File: config.mk
export PLATFORM = sky130hd
export DESIGN_NAME = rvlsu_lane_unit
export DESIGN_NICKNAME = d
export VERILOG_FILES = /design/src/hdl/rvlsu_pkg.sv /design/src/hdl/rvlsu_lane_unit.sv
export SDC_FILE = /design/constraint.sdc
export NUM_CORES = 1
export LEC_CHECK = 0
export ABC_CLOCK_PERIOD_IN_PS = 1600
export BUFFER_PORTS_ARGS = -buffer_cell sky130_fd_sc_hd__clkbuf_2
export CORE_MARGIN = 4
export CORE_UTILIZATION = 41
export DETAILED_ROUTE_END_ITERATION = 8
export PLACE_DENSITY = 0.8
export SYNTH_ARGS = -nofsm -noshare
export SYNTH_HDL_FRONTEND = slang
export SYNTH_SLANG_ARGS = --single-unit
File: constraint.sdc
create_clock -name vclk -period 1.6
set_input_delay 0 -clock vclk [all_inputs]
set_output_delay 0 -clock vclk [all_outputs]
set_load 0.05 [all_outputs]
File: src/hdl/rvlsu_pkg.sv
// Shared types, defaults and access-width codes of the load/store unit.
package rvlsu_pkg;

	// Default number of word address bits of the data memory.
	localparam int unsigned WORD_ADDR_BITS_DEF = 14;

	// Load funct3 codes.
	localparam logic [2:0] LD_BYTE   = 3'b000;
	localparam logic [2:0] LD_HALF   = 3'b001;
	localparam logic [2:0] LD_WORD   = 3'b010;
	localparam logic [2:0] LD_BYTE_U = 3'b100;
	localparam logic [2:0] LD_HALF_U = 3'b101;

	// Store sizes, taken from the low two bits of funct3.
	localparam logic [1:0] ST_BYTE = 2'b00;
	localparam logic [1:0] ST_HALF = 2'b01;
	localparam logic [1:0] ST_WORD = 2'b10;

	// One instruction leaving the execute stage.
	typedef struct packed {
		logic               cancel_in;
		logic               is_load;
		logic               do_store;
		logic [2:0]         width_code;
		logic signed [31:0] exec_result;
		logic signed [31:0] store_data;
		logic [4:0]         dest_reg;
		logic               is_return;
		logic               no_dest;
	} req_beat_t;

	// One instruction handed on to writeback.
	typedef struct packed {
		logic               cancel_out;
		logic signed [31:0] wb_value;
		logic [4:0]         dest_reg_out;
		logic               is_return_out;
		logic               no_dest_out;
	} rsp_beat_t;

	// Lane selection for the byte-lane unit.
	typedef struct packed {
		logic [2:0] width_code;
		logic [1:0] byte_off;
	} lane_ctrl_t;

endpackage

File: src/hdl/rvlsu_lane_unit.sv
// Byte-lane extraction for loads and lane merging for stores.
module rvlsu_lane_unit (
	input  rvlsu_pkg::lane_ctrl_t ctrl,
	input  logic [31:0]           word,
	input  logic [31:0]           store_data,
	output logic [31:0]           load_value,
	output logic [31:0]           merged_word,
	output logic                  store_hits
);

	logic [7:0]  sel_byte;
	logic [15:0] sel_half;

	// Pick the addressed byte and halfword of the word.
	always_comb begin
		sel_byte = word[{ctrl.byte_off, 3'b000} +: 8];
		sel_half = ctrl.byte_off[1] ? word[31:16] : word[15:0];
	end

	// Extend the selected lane as funct3 asks; undefined codes give zero.
	always_comb begin
		case (ctrl.width_code)
			rvlsu_pkg::LD_BYTE:   load_value = {{24{sel_byte[7]}}, sel_byte};
			rvlsu_pkg::LD_HALF:   load_value = {{16{sel_half[15]}}, sel_half};
			rvlsu_pkg::LD_WORD:   load_value = word;
			rvlsu_pkg::LD_BYTE_U: load_value = {24'd0, sel_byte};
			rvlsu_pkg::LD_HALF_U: load_value = {16'd0, sel_half};
			default:              load_value = 32'd0;
		endcase
	end

	// Merge the store data into the addressed lanes; the fourth size code writes nothing.
	always_comb begin
		merged_word = word;
		store_hits  = 1'b1;
		case (ctrl.width_code[1:0])
			rvlsu_pkg::ST_BYTE: begin
				merged_word[{ctrl.byte_off, 3'b000} +: 8] = store_data[7:0];
			end
			rvlsu_pkg::ST_HALF: begin
				merged_word[{ctrl.byte_off[1], 4'b0000} +: 16] = store_data[15:0];
			end
			rvlsu_pkg::ST_WORD: begin
				merged_word = store_data;
			end
			default: begin
				store_hits = 1'b0;
			end
		endcase
	end

endmodule
# [Word level (Yosys, flattened, before mapping)]
# Cells that the tools add are included.
[word_totals] reg_bits=0 input_bits=69 wordCells=22
[op_classes] add_sub_neg=2 eq_ne=6 shifts=5 mux=6 n_reduce_logical=3
[ops] operator="one-hot mux 32 bit (5 select lines)" count=1
[ops] operator="one-hot mux 32 bit (3 select lines)" count=1
[ops] operator="bitwise mux 32 bit" count=2
[ops] operator="variable shift 16 x 7 -> 32 bit, first input constant" count=1
[ops] operator="variable shift 8 x 7 -> 32 bit, first input constant" count=1
[ops] operator="variable part select 16 x 7 -> 32 bit" count=1
[ops] operator="variable part select 32 x 6 -> 8 bit" count=1
[ops] operator="variable part select 8 x 7 -> 32 bit" count=1
[ops] operator="2-to-1 mux 16 bit" count=1
[ops] operator="negator 5 -> 7 bit" count=2
[ops] operator="equality test 3 bit, second input constant" count=2
[ops] operator="equality test 3 x 1 -> 1 bit, second input constant" count=1
[ops] operator="equality test 3 x 2 -> 1 bit, second input constant" count=1
[ops] operator="logical NOT 3 bit" count=1
[ops] operator="OR reduction 3 bit" count=1
[ops] operator="equality test 2 x 1 -> 1 bit, second input constant" count=1
[ops] operator="equality test 2 bit, second input constant" count=1
[ops] operator="logical NOT 2 bit" count=1
[ops] operator="2-to-1 mux 1 bit" count=1

# [Logic depth before layout (Yosys ltp)]
[logic_depth] depth_word=4 mapped_depth=8 mapped_depth_nobuf=5

# [Worst setup path before layout]
# No wires, ideal clock.
[synth_timing] path_kind="input to output" from="in ctrl[1] (netlist name)" to="out merged_word[10]" arrival_time_ns=2.406 slack_ns=-0.806 path_stages=7 path_buffers=2 path_cell_list="buf_4 > clkinv_1 > clkbuf_1 > ha_1 > a21bo_2 > o32a_1 > o221ai_1"
[synth_via] elab_chain_len=4 word_cells_on_any_way=9 cone_classes="2 x add/sub; 4 x shift; 3 x mux"
[synth_lines] item="from (decl)" line="rvlsu_lane_unit.sv:3" source="input rvlsu_pkg::lane_ctrl_t ctrl,"
[synth_lines] item="negator 5 -> 7 bit, on equally long branches" line="rvlsu_lane_unit.sv:41, rvlsu_lane_unit.sv:38"
[synth_lines] item="variable part select 16 x 7 -> 32 bit (tied with other cells)" line="rvlsu_lane_unit.sv:41" source="merged_word[{ctrl.byte_off[1], 4'b0000} +: 16] = store_data[15:0];"
[synth_lines] item="bitwise mux 32 bit, on equally long branches" line="rvlsu_lane_unit.sv:41, rvlsu_lane_unit.sv:38"
[synth_lines] item="one-hot mux 32 bit (3 select lines) *" line="rvlsu_lane_unit.sv:36" source="case (ctrl.width_code[1:0])"
[synth_lines] item="to (decl)" line="rvlsu_lane_unit.sv:7" source="output logic [31:0] merged_word,"
# Every way passes the cells marked *; elsewhere a longest branch is shown, timed or not.

# [Final worst setup path]
[layout_timing] from="in ctrl[1] (netlist name)" to="out merged_word[13]"
# Same word-level chain as after synthesis.

==> key figures <==
Outcome
  • Outcome: completed

Timing
  • Final period demand of the worst path: 1.56 ns
  • Setup Total Neg Slack: 0 ns
  • Fmax: 642 MHz
  • Max-slew violations: 0
  • Period utilization: 0.973
  • WHS: 0.407 ns
  • Final setup viols: 0
  • Fin. Hold Viols: 0
  • Rel. slew slack: 0.736
  • Slew @ Worst Pin: 0.395 ns

Final layout
  • Fill cells: 282
  • Area grow syn2layout: 102%
  • Register area: 0 um^2
  • Post-route non-filler standard cell count: 523
  • Most common cell after layout, fill and taps aside: clkbuf_2
  • Clk_buf instances: 0
  • Layout cell share with drive strength beyond 1: 0.614
  • Nets: 529
  • Antenna Diode Count: 0
  • Most frequent cells in the layout: 87 x clkbuf_2, 50 x nand2_1, 47 x buf_4, 42 x buf_12, 27 x mux2_2
  • Final core occ: 0.854
  • Num sequential: 0

Setup path
  • Critical path class: in -> out
  • Startpoint types: input pin
  • Crit path max fanout: 7
  • Crit path required time: 1.60 ns
  • Critical path, cell by cell: clkbuf_2 > clkinv_4 > ha_2 > nand2b_2 > o32a_1 > o221ai_4 > clkbuf_4
  • Slowest CP cell: o32a_1
  • Element type at the critical path end: output port
  • Crit path arrival time: 1.56 ns
  • CP peak stage delay: 0.41 ns

Placed design
  • Final GP Congestion: 0.946
  • # placed instances: 523
  • PortBufs: 134
  • Hpwl dp: 9210 um

Detailed routing
  • Starting DRT DRC Count: 337
  • Vias/cell: 6.59
  • DR DRC count: 0
  • Antenna-violating nets left: 0
  • Total Wirelength: 11,700 um
  • Average wire per standard cell: 22.4 um
  • Via count: 3,447
  • Drt first pass iters: 5

Power and ir drop
  • LEAKAGE: 1.82 nW
  • VDD IR max: 0.000405 V
  • PD cells: approximately 510 mW/mm^2

Floorplan
  • # IOs: around 130
  • Die area: 0.00648 mm^2
  • Core area: 0.00511 mm^2
  • Die width: 80.5 um
  • Std-Cell Rows: 26
  • Starting Density: 0.422
  • Chip Height: between 80 and 90 um

Run
  • Max-cap violations: 0

Min path
  • Worst hold path depth: 3
  • Worst Hold Path EP: merged_word[6]
  • Min-Delay Path Class: in -> out
  • Hold Crit Start: word[6]

Synthesis
  • Post-Synthesis Cells: between 300 and 400
  • Mean Syn Cell Area: 7.11 um^2
  • YS warnings: 0
  • Post-Syn Nets: approximately 380
  • Sequential cell area fraction in the yosys report: 0
  • Post-Syn Area: 0.00216 mm^2
  • Unique cell type count in the Yosys netlist: 44

Global routing
  • GRT Overall Usage: 0.341
  • Met1 Usage GRT: 0.424
  • Met2 Use GR: 0.610
  • GRT Max-Usage Layer: met2
  • Vias in the first global route: 3,367
  • First-pass GRT wire length: 17,400 um
  • GRT met3 Usage: 0.0527
  • Initial antenna violation count: 0
  • Largest net degree at the start of global routing: 21
  • Grt ovf: 0

CTS
  • CTS Hold Bufs: 0
how the worst max path moves through the flow:
stage | slack, ns | startpoint | end
floorplan | -0.30 | ctrl[3] | load_value[25]
detailed placement | -0.1 | ctrl[0] | merged_word[24]
global route | -0.02 | ctrl[0] | merged_word[21]
global placement | -0.04 | ctrl[0] | merged_word[13]
finish | 0.04 | ctrl[1] | merged_word[13]
CTS | -0.02 | ctrl[0] | merged_word[24]
final cells by class:
class | count | area (um^2) | area share
multi-input combinational | 258 | 2520 | 0.578
timing repair buffer | 183 | 1700 | 0.390
tap | 70 | 87.6 | 0.0201
inverter | 12 | 50.0 | 0.0115
worst max-delay path: cells and delay by family:
kind / cells / cell delay [ns]
and+or+nand+nor: 1 / 0.30
AOI/OAI and AO/OA: 2 / 0.55
adders and majority gates: 1 / 0.21
buffers and inverters: 3 / 0.50
cell families (layout without fill, tap and decap cells):
group,Yosys count,after routing,synth area share
AOI/OAI and AO/OA,122,122,0.478
adders and majority gates,5,5,0.0290
buffers and inverters,45,195,0.0952
and+or+nand+nor,97,97,0.218
muxes,34,34,0.179
through the flow:
stage / cell area [um^2] / setup slack, ns / total power, mW
5_1_grt: 4360 / -0.0216 / 2.31
3_3_place_gp: 4220 / -0.0382 / 2.12
4_1_cts: 4260 / -0.0163 / 2.17
2_1_floorplan: 2660 / -0.305 / 1.27
6_report: 4360 / 0.0425 / 2.22
3_5_place_dp: 4220 / -0.0955 / 2.15
cell usage after synthesis (2+ instances only):
| cell type | instances | area share |
|---|---|---|
| a211o_1 | 5 | 0.020 |
| a211oi_1 | 16 | 0.056 |
| a221o_1 | 10 | 0.046 |
| a22o_1 | 8 | 0.033 |
| a22oi_1 | 25 | 0.087 |
| a31oi_1 | 2 | 0.0058 |
| a32oi_1 | 8 | 0.033 |
| a41oi_1 | 7 | 0.028 |
| and2_1 | 7 | 0.020 |
| buf_1 | 4 | 0.0070 |
| buf_2 | 11 | 0.026 |
| buf_4 | 2 | 0.0070 |
| buf_6 | 2 | 0.010 |
| clkbuf_1 | 14 | 0.024 |
| ha_1 | 5 | 0.029 |
| inv_1 | 11 | 0.019 |
| mux2_2 | 27 | 0.14 |
| mux2i_1 | 6 | 0.028 |
| nand2_1 | 50 | 0.087 |
| nand2b_1 | 2 | 0.0058 |
| nor2_1 | 10 | 0.017 |
| nor2b_1 | 14 | 0.041 |
| nor3_1 | 5 | 0.012 |
| nor4bb_1 | 2 | 0.0093 |
| o21a_1 | 2 | 0.0070 |
| o221ai_1 | 24 | 0.098 |
| o32a_1 | 7 | 0.033 |
timing repair:
action / 4_1_cts / 5_1_grt
buffers inserted: 0 / 0
gates resized for setup: 13 / 24
cloned: 0 / 0
endpoints found under the setup margin: 13 / 32
report_power, final:
group | total [mW] | internal (mW) | leakage (nW) | switching (mW)
clock network | 0 | 0 | 0 | 0
logic | 2.22 | 0.932 | 1.82 | 1.29
registers | 0 | 0 | 0 | 0
total | 2.22 | 0.932 | 1.82 | 1.29
routing by layer:
metal  share of wire  wire length [um]
met1            0.38              4480
met2            0.49              5760
met3            0.10              1220
met4           0.024               278
met5               0                 0
Power figures use the tool's default switching activity.
